<file path="src/hdl/three_digit_value_and_time_formatter_core_macros.svh">
// Assertion macros shared by the formatter RTL.
// No dependencies; included by modules that carry concurrent checks.
// Clock and active-low reset are passed in so each check names them.
`ifndef THREE_DIGIT_VALUE_AND_TIME_FORMATTER_CORE_MACROS_SVH
`define THREE_DIGIT_VALUE_AND_TIME_FORMATTER_CORE_MACROS_SVH

// Same-cycle implication.
`define TDVTF_CHECK(lbl, clk, rst_n, ante, cons) \
    lbl: assert property (@(posedge clk) disable iff (!rst_n) (ante) |-> (cons)) \
        else $error("tdvtf check failed");

// Next-cycle implication.
`define TDVTF_CHECK_NEXT(lbl, clk, rst_n, ante, cons) \
    lbl: assert property (@(posedge clk) disable iff (!rst_n) (ante) |=> (cons)) \
        else $error("tdvtf next-cycle check failed");

`endif

</file>
<file path="src/hdl/tdvtf_pkg.sv">
// Shared types and constants of the three-digit value/time formatter.
// No dependencies; imported by every formatter module.
`timescale 1ns / 1ps

package tdvtf_pkg;

    localparam int VALUE_W  = 32;
    localparam int PT_W     = 2;
    localparam int UNITS_W  = 3;
    localparam int SYM_W    = 4;
    localparam int MAG_W    = 26;          // clamped magnitude, holds 36000000
    localparam int PROD_W   = 2 * MAG_W;   // reciprocal product
    localparam int T_W      = 10;          // scaled value, at most 1000
    localparam int Q_W      = 5;           // t / 60
    localparam int Q_PROD_W = 21;
    localparam int H_PROD_W = 16;
    localparam int REM_W    = 7;
    localparam int R_PROD_W = 15;

    // unit mask bits
    localparam int UNIT_MS  = 0;
    localparam int UNIT_SEC = 1;
    localparam int UNIT_MIN = 2;

    // symbol codes
    localparam logic [SYM_W-1:0] SYM_MINUS     = 4'd10;
    localparam logic [SYM_W-1:0] SYM_MINUS_ONE = 4'd11;
    localparam logic [SYM_W-1:0] SYM_LOW       = 4'd12;
    localparam logic [SYM_W-1:0] SYM_HIGH      = 4'd13;
    localparam logic [SYM_W-1:0] SYM_DIGIT_MAX = 4'd9;

    // point choice
    localparam logic [PT_W-1:0] PT_NONE   = 2'd0;
    localparam logic [PT_W-1:0] PT_SECOND = 2'd1;
    localparam logic [PT_W-1:0] PT_FIRST  = 2'd2;

    // unit fit limits (signed ms)
    localparam logic signed [VALUE_W-1:0] MS_LIMIT  = 32'sd1000;
    localparam logic signed [VALUE_W-1:0] SEC_LIMIT = 32'sd10000;
    localparam logic signed [VALUE_W-1:0] MIN_LIMIT = 32'sd600000;

    // magnitude saturation per mode; beyond these the display is L or H anyway
    localparam logic [MAG_W-1:0] MAX_DIRECT = 26'd1000;
    localparam logic [MAG_W-1:0] MAX_SEC    = 26'd9999;
    localparam logic [MAG_W-1:0] MAX_MIN    = 26'd599999;
    localparam logic [MAG_W-1:0] MAX_HR     = 26'd36000000;

    // exact reciprocals over the saturated ranges: q = (m * R) >> S
    localparam logic [MAG_W-1:0] RECIP_1     = 26'd1;
    localparam logic [MAG_W-1:0] RECIP_10    = 26'd52429;
    localparam int               SH_10       = 19;
    localparam logic [MAG_W-1:0] RECIP_1000  = 26'd1073742;
    localparam int               SH_1000     = 30;
    localparam logic [MAG_W-1:0] RECIP_60000 = 26'd36650388;
    localparam int               SH_60000    = 41;
    localparam logic [10:0]      RECIP_60    = 11'd1093;
    localparam int               SH_60       = 16;
    localparam logic [5:0]       RECIP_100   = 6'd41;
    localparam int               SH_100      = 12;
    localparam logic [7:0]       RECIP_10D   = 8'd205;
    localparam int               SH_10D      = 11;

    localparam logic [T_W-1:0]   D_MAX      = 10'd1000;
    localparam logic [T_W-1:0]   D_NEG_MAX  = 10'd199;
    localparam logic [T_W-1:0]   D_POS_MAX  = 10'd999;

    typedef enum logic [1:0] {
        MODE_DIRECT,   // integer or milliseconds, no scaling
        MODE_SEC,      // s.cc, hundredths of a second from ms / 10
        MODE_MIN,      // min:sec from ms / 1000
        MODE_HR        // hr:min from ms / 60000
    } t_mode;

    typedef struct packed {
        logic        neg;
        logic [1:0]  pt;
        t_mode       mode;
    } t_side;

endpackage

</file>
<file path="src/hdl/tdvtf_front.sv">
// Front end: unit selection, absolute value, per-mode saturation (2 stages).
// Depends on tdvtf_pkg.
`timescale 1ns / 1ps

module tdvtf_front import tdvtf_pkg::*; (
    input  logic                      i_clk,
    input  logic                      i_rst_n,
    input  logic                      i_valid,
    input  logic                      i_func,
    input  logic signed [VALUE_W-1:0] i_value,
    input  logic [PT_W-1:0]           i_point_position,
    input  logic [UNITS_W-1:0]        i_time_units,
    input  logic                      i_blink_point,
    input  logic                      i_blink_phase,
    output logic                      o_valid,
    output t_side                     o_side,
    output logic [MAG_W-1:0]          o_mag
);

    logic               r_s1_vld;
    t_side              r_s1_side;
    logic [VALUE_W-1:0] r_s1_mag;
    t_side              n_s1_side;
    logic [VALUE_W-1:0] n_s1_mag;
    logic [VALUE_W-1:0] w_raw;
    logic [PT_W-1:0]    w_sep;

    logic               r_s2_vld;
    t_side              r_s2_side;
    logic [MAG_W-1:0]   r_s2_mag;
    logic [MAG_W-1:0]   n_s2_mag;
    logic [MAG_W-1:0]   w_limit;

    // stage 1
    assign w_raw = i_value;
    assign w_sep = (i_blink_phase || !i_blink_point) ? PT_FIRST : PT_NONE;

    always_comb begin
        n_s1_side.neg = w_raw[VALUE_W-1];
        n_s1_mag      = w_raw[VALUE_W-1] ? (~w_raw + 32'd1) : w_raw;
        if (!i_func) begin
            n_s1_side.mode = MODE_DIRECT;
            n_s1_side.pt   = i_point_position;
        end else if (i_time_units[UNIT_MS] && (i_value < MS_LIMIT)) begin
            n_s1_side.mode = MODE_DIRECT;
            n_s1_side.pt   = PT_NONE;
        end else if (i_time_units[UNIT_SEC] && (i_value < SEC_LIMIT)) begin
            n_s1_side.mode = MODE_SEC;
            n_s1_side.pt   = PT_FIRST;
        end else if (i_time_units[UNIT_MIN] && (i_value < MIN_LIMIT)) begin
            n_s1_side.mode = MODE_MIN;
            n_s1_side.pt   = w_sep;
        end else begin
            n_s1_side.mode = MODE_HR;
            n_s1_side.pt   = w_sep;
        end
    end

    // stage 2
    always_comb begin
        case (r_s1_side.mode)
            MODE_DIRECT: w_limit = MAX_DIRECT;
            MODE_SEC:    w_limit = MAX_SEC;
            MODE_MIN:    w_limit = MAX_MIN;
            MODE_HR:     w_limit = MAX_HR;
            default:     w_limit = MAX_DIRECT;
        endcase
        n_s2_mag = (r_s1_mag > VALUE_W'(w_limit)) ? w_limit : r_s1_mag[MAG_W-1:0];
    end

    always_ff @(posedge i_clk) begin
        if (!i_rst_n) begin
            r_s1_vld <= 1'b0;
            r_s2_vld <= 1'b0;
        end else begin
            r_s1_vld <= i_valid;
            r_s2_vld <= r_s1_vld;
        end
    end

    always_ff @(posedge i_clk) begin
        r_s1_side <= n_s1_side;
        r_s1_mag  <= n_s1_mag;
        r_s2_side <= r_s1_side;
        r_s2_mag  <= n_s2_mag;
    end

    assign o_valid = r_s2_vld;
    assign o_side  = r_s2_side;
    assign o_mag   = r_s2_mag;

endmodule

</file>
<file path="src/hdl/tdvtf_scale.sv">
// Scaling: reciprocal multiply by the unit divisor, then the x:yy fold (3 stages).
// Depends on tdvtf_pkg.
`timescale 1ns / 1ps

module tdvtf_scale import tdvtf_pkg::*; (
    input  logic             i_clk,
    input  logic             i_rst_n,
    input  logic             i_valid,
    input  t_side            i_side,
    input  logic [MAG_W-1:0] i_mag,
    output logic             o_valid,
    output t_side            o_side,
    output logic [T_W-1:0]   o_d
);

    logic [MAG_W-1:0]    w_recip;
    logic [PROD_W-1:0]   n_s3_prod;
    logic                r_s3_vld;
    t_side               r_s3_side;
    logic [PROD_W-1:0]   r_s3_prod;

    logic [T_W-1:0]      w_t;
    logic [Q_PROD_W-1:0] w_q_prod;
    logic                r_s4_vld;
    t_side               r_s4_side;
    logic [T_W-1:0]      r_s4_t;
    logic [Q_W-1:0]      r_s4_q;

    logic [T_W-1:0]      n_s5_d;
    logic                r_s5_vld;
    t_side               r_s5_side;
    logic [T_W-1:0]      r_s5_d;

    // stage 3: one 26x26 multiply
    always_comb begin
        case (i_side.mode)
            MODE_DIRECT: w_recip = RECIP_1;
            MODE_SEC:    w_recip = RECIP_10;
            MODE_MIN:    w_recip = RECIP_1000;
            MODE_HR:     w_recip = RECIP_60000;
            default:     w_recip = RECIP_1;
        endcase
        n_s3_prod = PROD_W'(i_mag) * PROD_W'(w_recip);
    end

    // stage 4: pick the quotient bits, then t / 60
    always_comb begin
        case (r_s3_side.mode)
            MODE_DIRECT: w_t = r_s3_prod[T_W-1:0];
            MODE_SEC:    w_t = r_s3_prod[SH_10 +: T_W];
            MODE_MIN:    w_t = r_s3_prod[SH_1000 +: T_W];
            MODE_HR:     w_t = r_s3_prod[SH_60000 +: T_W];
            default:     w_t = r_s3_prod[T_W-1:0];
        endcase
        w_q_prod = Q_PROD_W'(w_t) * Q_PROD_W'(RECIP_60);
    end

    // stage 5: q*100 + (t - q*60) == t + 40*q
    always_comb begin
        if (r_s4_side.mode == MODE_MIN || r_s4_side.mode == MODE_HR) begin
            n_s5_d = T_W'(r_s4_t + T_W'(r_s4_q) * 10'd40);
        end else begin
            n_s5_d = r_s4_t;
        end
    end

    always_ff @(posedge i_clk) begin
        if (!i_rst_n) begin
            r_s3_vld <= 1'b0;
            r_s4_vld <= 1'b0;
            r_s5_vld <= 1'b0;
        end else begin
            r_s3_vld <= i_valid;
            r_s4_vld <= r_s3_vld;
            r_s5_vld <= r_s4_vld;
        end
    end

    always_ff @(posedge i_clk) begin
        r_s3_side <= i_side;
        r_s3_prod <= n_s3_prod;
        r_s4_side <= r_s3_side;
        r_s4_t    <= w_t;
        r_s4_q    <= w_q_prod[SH_60 +: Q_W];
        r_s5_side <= r_s4_side;
        r_s5_d    <= n_s5_d;
    end

    assign o_valid = r_s5_vld;
    assign o_side  = r_s5_side;
    assign o_d     = r_s5_d;

endmodule

</file>
<file path="src/hdl/tdvtf_digits.sv">
// Digit split, L/H range flags and symbol/point formatting (3 stages).
// Depends on tdvtf_pkg and the formatter assertion macros header.
`timescale 1ns / 1ps
`include "three_digit_value_and_time_formatter_core_macros.svh"

module tdvtf_digits import tdvtf_pkg::*; (
    input  logic             i_clk,
    input  logic             i_rst_n,
    input  logic             i_valid,
    input  t_side            i_side,
    input  logic [T_W-1:0]   i_d,
    output logic             o_valid,
    output logic [SYM_W-1:0] o_first_symbol,
    output logic [SYM_W-1:0] o_second_symbol,
    output logic [SYM_W-1:0] o_third_symbol,
    output logic             o_first_point,
    output logic             o_second_point
);

    logic [H_PROD_W-1:0] w_h_prod;
    logic                w_neg;
    logic                r_s6_vld;
    logic [PT_W-1:0]     r_s6_pt;
    logic [T_W-1:0]      r_s6_d;
    logic [SYM_W-1:0]    r_s6_h;
    logic                r_s6_neg;
    logic                r_s6_low;
    logic                r_s6_high;

    logic [REM_W-1:0]    w_rem;
    logic [R_PROD_W-1:0] w_r_prod;
    logic                r_s7_vld;
    logic [PT_W-1:0]     r_s7_pt;
    logic [SYM_W-1:0]    r_s7_h;
    logic [REM_W-1:0]    r_s7_rem;
    logic [SYM_W-1:0]    r_s7_tens;
    logic                r_s7_neg;
    logic                r_s7_low;
    logic                r_s7_high;

    logic [SYM_W-1:0]    w_ones;
    logic [SYM_W-1:0]    n_first;
    logic [SYM_W-1:0]    n_second;
    logic [SYM_W-1:0]    n_third;
    logic                n_fp;
    logic                n_sp;
    logic                r_out_vld;
    logic [SYM_W-1:0]    r_first;
    logic [SYM_W-1:0]    r_second;
    logic [SYM_W-1:0]    r_third;
    logic                r_fp;
    logic                r_sp;

    // stage 6: hundreds and range flags; a zero magnitude is never negative
    assign w_h_prod = H_PROD_W'(i_d) * H_PROD_W'(RECIP_100);
    assign w_neg    = i_side.neg && (i_d != '0);

    // stage 7: remainder below 100 and tens
    assign w_rem    = REM_W'(r_s6_d - T_W'(r_s6_h) * 10'd100);
    assign w_r_prod = R_PROD_W'(w_rem) * R_PROD_W'(RECIP_10D);

    // stage 8: ones and symbol selection
    assign w_ones = SYM_W'(r_s7_rem - REM_W'(r_s7_tens) * 7'd10);

    always_comb begin
        if (r_s7_low) begin
            n_first  = SYM_LOW;
            n_second = SYM_LOW;
            n_third  = SYM_LOW;
            n_fp     = 1'b0;
            n_sp     = 1'b0;
        end else if (r_s7_high) begin
            n_first  = SYM_HIGH;
            n_second = SYM_HIGH;
            n_third  = SYM_HIGH;
            n_fp     = 1'b0;
            n_sp     = 1'b0;
        end else if (r_s7_neg) begin
            // magnitude here is at most 199, so hundreds is 0 or 1
            n_first  = (r_s7_h != '0) ? SYM_MINUS_ONE : SYM_MINUS;
            n_second = r_s7_tens;
            n_third  = w_ones;
            n_fp     = 1'b0;
            n_sp     = (r_s7_pt == PT_SECOND);
        end else begin
            n_first  = r_s7_h;
            n_second = r_s7_tens;
            n_third  = w_ones;
            n_fp     = (r_s7_pt == PT_FIRST);
            n_sp     = (r_s7_pt == PT_SECOND);
        end
    end

    always_ff @(posedge i_clk) begin
        if (!i_rst_n) begin
            r_s6_vld  <= 1'b0;
            r_s7_vld  <= 1'b0;
            r_out_vld <= 1'b0;
        end else begin
            r_s6_vld  <= i_valid;
            r_s7_vld  <= r_s6_vld;
            r_out_vld <= r_s7_vld;
        end
    end

    always_ff @(posedge i_clk) begin
        r_s6_pt   <= i_side.pt;
        r_s6_d    <= i_d;
        r_s6_h    <= w_h_prod[SH_100 +: SYM_W];
        r_s6_neg  <= w_neg;
        r_s6_low  <= w_neg && (i_d > D_NEG_MAX);
        r_s6_high <= !w_neg && (i_d > D_POS_MAX);
        r_s7_pt   <= r_s6_pt;
        r_s7_h    <= r_s6_h;
        r_s7_rem  <= w_rem;
        r_s7_tens <= w_r_prod[SH_10D +: SYM_W];
        r_s7_neg  <= r_s6_neg;
        r_s7_low  <= r_s6_low;
        r_s7_high <= r_s6_high;
        r_first   <= n_first;
        r_second  <= n_second;
        r_third   <= n_third;
        r_fp      <= n_fp;
        r_sp      <= n_sp;
    end

    assign o_valid         = r_out_vld;
    assign o_first_symbol  = r_first;
    assign o_second_symbol = r_second;
    assign o_third_symbol  = r_third;
    assign o_first_point   = r_fp;
    assign o_second_point  = r_sp;

    // scaled magnitude never exceeds the saturation point
    `TDVTF_CHECK(a_d_range, i_clk, i_rst_n, r_s6_vld, r_s6_d <= D_MAX)
    // digit stage keeps pace with the hundreds stage
    `TDVTF_CHECK_NEXT(a_pipe_step, i_clk, i_rst_n, r_s6_vld, r_s7_vld)
    // L and H fill all three places and never light a point
    `TDVTF_CHECK(a_range_fill, i_clk, i_rst_n, r_out_vld && (r_first == SYM_LOW || r_first == SYM_HIGH), r_second == r_first && r_third == r_first && !r_fp && !r_sp)
    // a minus sign is followed by two plain digits and no first point
    `TDVTF_CHECK(a_neg_digits, i_clk, i_rst_n, r_out_vld && (r_first == SYM_MINUS || r_first == SYM_MINUS_ONE), !r_fp && r_second <= SYM_DIGIT_MAX && r_third <= SYM_DIGIT_MAX)

endmodule

</file>
<file path="src/hdl/three_digit_value_and_time_formatter_core.sv">
// Top level of the three-digit value/time formatter.
// Depends on tdvtf_pkg, tdvtf_front, tdvtf_scale and tdvtf_digits.
`timescale 1ns / 1ps
//
//  Channel   | Handshake          | Payload
//  ----------+--------------------+-----------------------------------------------
//  command   | start in, busy out | i_func, i_value, i_point_position,
//            |                    | i_time_units, i_blink_point, i_blink_phase
//  result    | o_valid strobe     | o_first/second/third_symbol, o_first/second_point
//
//  One transaction per clock: busy is held low, so a command is taken on every
//  cycle that start is high. Its result strobes after the 8 register stages:
//  decode/abs, saturate, reciprocal multiply, quotient select with /60, minute
//  fold, hundreds, tens, ones/format. Reset (synchronous, i_rst_n low) clears
//  only the stage valid bits; payload registers are not reset. The receiver
//  cannot stall, so nothing ever waits.
//
//  Integer mode: <-199 shows LLL, >999 shows HHH, -199..-100 minus-one and two
//  digits, -99..-1 minus and two digits, else three digits with leading zeros.
//  Time mode picks the first allowed unit that fits (ms, s.cc, min:sec) and
//  falls back to hr:min. The value is handled as sign plus magnitude; the
//  magnitude is saturated per unit to a point where the display is already
//  L or H, which keeps every divisor a short reciprocal multiply.

module three_digit_value_and_time_formatter_core import tdvtf_pkg::*; (
    input  logic                      i_clk,
    input  logic                      i_rst_n,
    input  logic                      start,
    output logic                      busy,
    input  logic                      i_func,
    input  logic signed [VALUE_W-1:0] i_value,
    input  logic [PT_W-1:0]           i_point_position,
    input  logic [UNITS_W-1:0]        i_time_units,
    input  logic                      i_blink_point,
    input  logic                      i_blink_phase,
    output logic                      o_valid,
    output logic [SYM_W-1:0]          o_first_symbol,
    output logic [SYM_W-1:0]          o_second_symbol,
    output logic [SYM_W-1:0]          o_third_symbol,
    output logic                      o_first_point,
    output logic                      o_second_point
);

    logic             w_accept;

    // front -> scale
    logic             w_fr_vld;
    t_side            w_fr_side;
    logic [MAG_W-1:0] w_fr_mag;

    // scale -> digits
    logic             w_sc_vld;
    t_side            w_sc_side;
    logic [T_W-1:0]   w_sc_d;

    // fully pipelined, never back-pressured
    assign busy     = 1'b0;
    assign w_accept = start && !busy;

    // stages 1-2: unit choice, sign/magnitude, saturation
    tdvtf_front u_front (
        .i_clk            (i_clk),
        .i_rst_n          (i_rst_n),
        .i_valid          (w_accept),
        .i_func           (i_func),
        .i_value          (i_value),
        .i_point_position (i_point_position),
        .i_time_units     (i_time_units),
        .i_blink_point    (i_blink_point),
        .i_blink_phase    (i_blink_phase),
        .o_valid          (w_fr_vld),
        .o_side           (w_fr_side),
        .o_mag            (w_fr_mag)
    );

    // stages 3-5: divide by unit, fold into hundreds:units form
    tdvtf_scale u_scale (
        .i_clk   (i_clk),
        .i_rst_n (i_rst_n),
        .i_valid (w_fr_vld),
        .i_side  (w_fr_side),
        .i_mag   (w_fr_mag),
        .o_valid (w_sc_vld),
        .o_side  (w_sc_side),
        .o_d     (w_sc_d)
    );

    // stages 6-8: digits, L/H, symbol and point registers
    tdvtf_digits u_digits (
        .i_clk           (i_clk),
        .i_rst_n         (i_rst_n),
        .i_valid         (w_sc_vld),
        .i_side          (w_sc_side),
        .i_d             (w_sc_d),
        .o_valid         (o_valid),
        .o_first_symbol  (o_first_symbol),
        .o_second_symbol (o_second_symbol),
        .o_third_symbol  (o_third_symbol),
        .o_first_point   (o_first_point),
        .o_second_point  (o_second_point)
    );

endmodule

</file>
<file path="config.mk">
export PLATFORM = sky130hd
export DESIGN_NAME = three_digit_value_and_time_formatter_core
export DESIGN_NICKNAME = d
export VERILOG_FILES = /design/src/hdl/tdvtf_pkg.sv /design/src/hdl/tdvtf_front.sv /design/src/hdl/tdvtf_scale.sv /design/src/hdl/tdvtf_digits.sv /design/src/hdl/three_digit_value_and_time_formatter_core.sv
export VERILOG_INCLUDE_DIRS = /design/src /design/src/hdl
export SDC_FILE = /design/constraint.sdc
export NUM_CORES = 2
export LEC_CHECK = 0
export BUFFER_PORTS_ARGS = -buffer_cell sky130_fd_sc_hd__buf_2
export CAP_MARGIN = 20
export CORE_MARGIN = 3
export CORE_UTILIZATION = 50
export CTS_BUF_LIST = sky130_fd_sc_hd__clkbuf_4 sky130_fd_sc_hd__clkbuf_8
export CTS_CLUSTER_SIZE = 14
export DETAILED_ROUTE_END_ITERATION = 10
export PLACE_DENSITY = 0.62
export SLEW_MARGIN = 20
export SYNTH_ARGS = -nofsm -noshare
export SYNTH_HDL_FRONTEND = slang
export SYNTH_HIERARCHICAL = 1
export SYNTH_SLANG_ARGS = --single-unit
</file>
<file path="constraint.sdc">
create_clock -name i_clk -period 11.6 [get_ports i_clk]
set_input_delay 0 -clock i_clk [delete_from_list [all_inputs] [get_ports i_clk]]
set_output_delay 0 -clock i_clk [all_outputs]
set_load 0.05 [all_outputs]
</file>
==> flow_summary.json <==
{
  "status": "finished clean",
  "r2r_cells": 28,
  "die_w_um": 239,
  "cts_buffers": 17,
  "maxCapViolCount": 0,
  "yosysWarnings": 6,
  "cp-start-kind": "register",
  "via_count": 18440,
  "syn-cell-area_um2": 27200,
  "synth_cells": 2701,
  "fmax_mhz": 113,
  "start_util_pct": 51.2,
  "viasPerCell": 5.26,
  "clock_latency_ns": 0.53,
  "cts_hold_buf": 66,
  "ant_nets": 0,
  "drtIter0Drc": 1278,
  "grt_pass1_wl_um": 110000,
  "cp_common_cell": "fa_1",
  "required_ns": 12.07,
  "die_h_um": 239,
  "p_comb_share_pct": 78.7,
  "cp_max_fo": 50,
  "regArea_um2": 4010,
  "grt_pass1_vias": 19727,
  "crit_arrival_ns": 9.28,
  "cpMaxStageDelayCell": "fa_1",
  "drive_above_1_share_pct": 5.58,
  "tightest_slew_ns": 0.990,
  "synth.avg_cell_area_um2": 10.1,
  "clockBufferDepth": 2,
  "cts_root_buf": "clkbuf_8",
  "fin_crit_ns": 8.81,
  "fin_tns_setup_ns": 0,
  "hold_depth": 2,
  "routed_wl_um": 69100,
  "p_int_mw": 3.42,
  "fin_crit_sh_pct": 76.0,
  "antenna_found_initial": 3,
  "p_leak_nw": 16.0,
  "endpoint_kind": "register",
  "r2r_slack_ns": 2.79,
  "hold_viol_final": 0,
  "clock_skew_ns": 0.0186,
  "p_clk_share_pct": 6.6,
  "rsz0062_at_grt": "no",
  "ir_drop_mv": 0.418,
  "nets": 3737,
  "syn_nets": 3637,
  "clk_pin_slew_ns": 0.12,
  "core_um2": 53200,
  "p_per_area_nw_per_um2": 237,
  "p_sw_share_pct": 50.9,
  "critPathKind": "reg2reg",
  "grt_overflow": 0,
  "hp-class": "in2reg",
  "cts_resized": 0,
  "track_usage_pct": 25.3,
  "drt_first_pass_iters": 5,
  "htreeDepth": 4,
  "cts_setup_buffers": 0,
  "dp_hpwl_um": 60100,
  "utilization_pct": 55.1,
  "areaGrowthSynthToFinish_pct": 7.63,
  "drc": 0,
  "nFillCells": 4758,
  "numPortBuffers": 57,
  "post_drt_wl_per_cell_um": 19.7,
  "min_from": "i_value[0]",
  "seqPwrFrac_pct": 14.7,
  "multi_input_area_um2": 20300,
  "cts.sinks": 200,
  "r2r-end": "u_scale/r_s3_prod[48]",
  "die_area_um2": 57300,
  "setup-violations-final": 0,
  "rows": 84,
  "gp_congestion": 0.961,
  "grt_max_degree": 51,
  "crit_path_max_incr_delay_ns": 0.54,
  "r2r_start": "u_front/o_side[1]",
  "slew_headroom_pct": 34.0,
  "hold_end": "u_front/r_s1_mag[0]",
  "ios": 59,
  "total_power_mw": 6.96,
  "cts_tree": "yes",
  "p_switching_mw": 3.54,
  "slew_violations": 0
}
-- layout by cell type (no fill, tap or decap), types with 5 or more instances in the layout --
master / n
o21ai_0: 46
nor3_1: 18
ha_1: 398
nor4_1: 7
a31oi_1: 12
mux2_4: 10
mux2_2: 11
and2_1: 49
or3_1: 11
nor2b_1: 61
nand3_1: 21
a21oi_1: 63
o31ai_1: 11
a21o_1: 30
nand2b_1: 8
buf_4: 7
buf_2: 57
nor2_1: 37
xnor2_1: 72
and3_1: 7
mux4_2: 8
clkinv_8: 5
o211ai_1: 5
o21ai_1: 6
xor2_1: 26
mux2i_1: 5
nand4_1: 17
nand2_1: 170
o21bai_1: 15
dfxtp_1: 199
clkbuf_8: 17
fa_1: 495
dlygate4sd3_1: 66
inv_1: 732
o21a_1: 7
-- area by class of cell --
cell class | count | area share (%)
Multi-Input combinational cell | 1719 | 69.2
Clock buffer | 18 | 0.824
Inverter | 733 | 9.38
Clock inverter | 14 | 0.602
Tap cell | 688 | 2.94
Antenna cell | 2 | 0.0171
Sequential cell | 200 | 13.7
Timing Repair Buffer | 130 | 3.41
-- through the flow --
step                cells  worst slack [ns]  hold WS, ns  cell area (um^2)
floorplan            2701              3.96       0.0277             27200
global placement     3404              2.98        0.142             28200
detailed placement   3404              2.85        0.142             28200
CTS                  3502              2.82        0.103             29300
global route         3503              2.41        0.128             29300
finish               3504              2.79        0.169             29300
-- critical path, delay by kind of cell (launching register included) --
family	cells	cell delay (ns)
and+or+nand+nor	4	0.90
DFF	1	0.33
adders and majority gates	9	4.27
AOI/OAI and AO/OA	5	1.32
xor gates and xnor gates	1	0.16
buffers and inverters	9	1.75
-- power groups by stage --
stage | Clock [mW] | Sequential, mW | Combinational [mW]
2_1_floorplan | 0 | 1.05 | 4.14
3_3_place_gp | 0 | 1.04 | 5.32
3_5_place_dp | 0 | 1.04 | 5.51
4_1_cts | 0.479 | 1.03 | 5.57
5_1_grt | 0.501 | 1.05 | 6.31
6_report | 0.460 | 1.02 | 5.48
-- layer usage --
metal / vias up / GRT usage, % / wire, um
met4: 0 / 7.97 / 2280
met2: 587 / 41.6 / 32600
li1: 8534 / - / -
met1: 9208 / 33.6 / 29400
met3: 111 / 5.75 / 4850
met5: - / 0 / 0
-- worst max path at each step --
stage,end,startpoint
2_1_floorplan,u_scale/r_s3_prod[46],u_front/o_side[1]
3_3_place_gp,u_scale/r_s3_prod[48],u_front/o_side[1]
3_5_place_dp,u_scale/r_s3_prod[48],u_front/o_side[1]
4_1_cts,u_scale/r_s3_prod[48],u_front/o_side[1]
5_1_grt,u_scale/r_s3_prod[48],u_front/o_side[1]
6_report,u_scale/r_s3_prod[48],u_front/o_side[1]
-- registers in the layout, indices dropped and copies added (netlist names), 2 cells and up --
name                      cells
u_front/o_mag                26
u_digits/r_s6_d               7
u_scale/r_s3_side             5
u_digits/o_first_symbol       4
u_scale/r_s4_q                5
u_scale/o_side                3
u_front/o_side                5
u_digits/r_s7_pt              2
u_digits/r_s7_rem             4
u_digits/r_s7_h               4
u_scale/r_s4_side             4
u_scale/r_s4_t               10
u_front/r_s1_mag             32
u_front/r_s1_side             5
u_scale/r_s3_prod            40
u_digits/r_s7_tens            4
u_digits/o_third_symbol       4
u_scale/o_d                  10
u_digits/r_s6_pt              2
u_digits/r_s6_h               4
u_digits/o_second_symbol      4
Power figures use the tool's default switching activity.
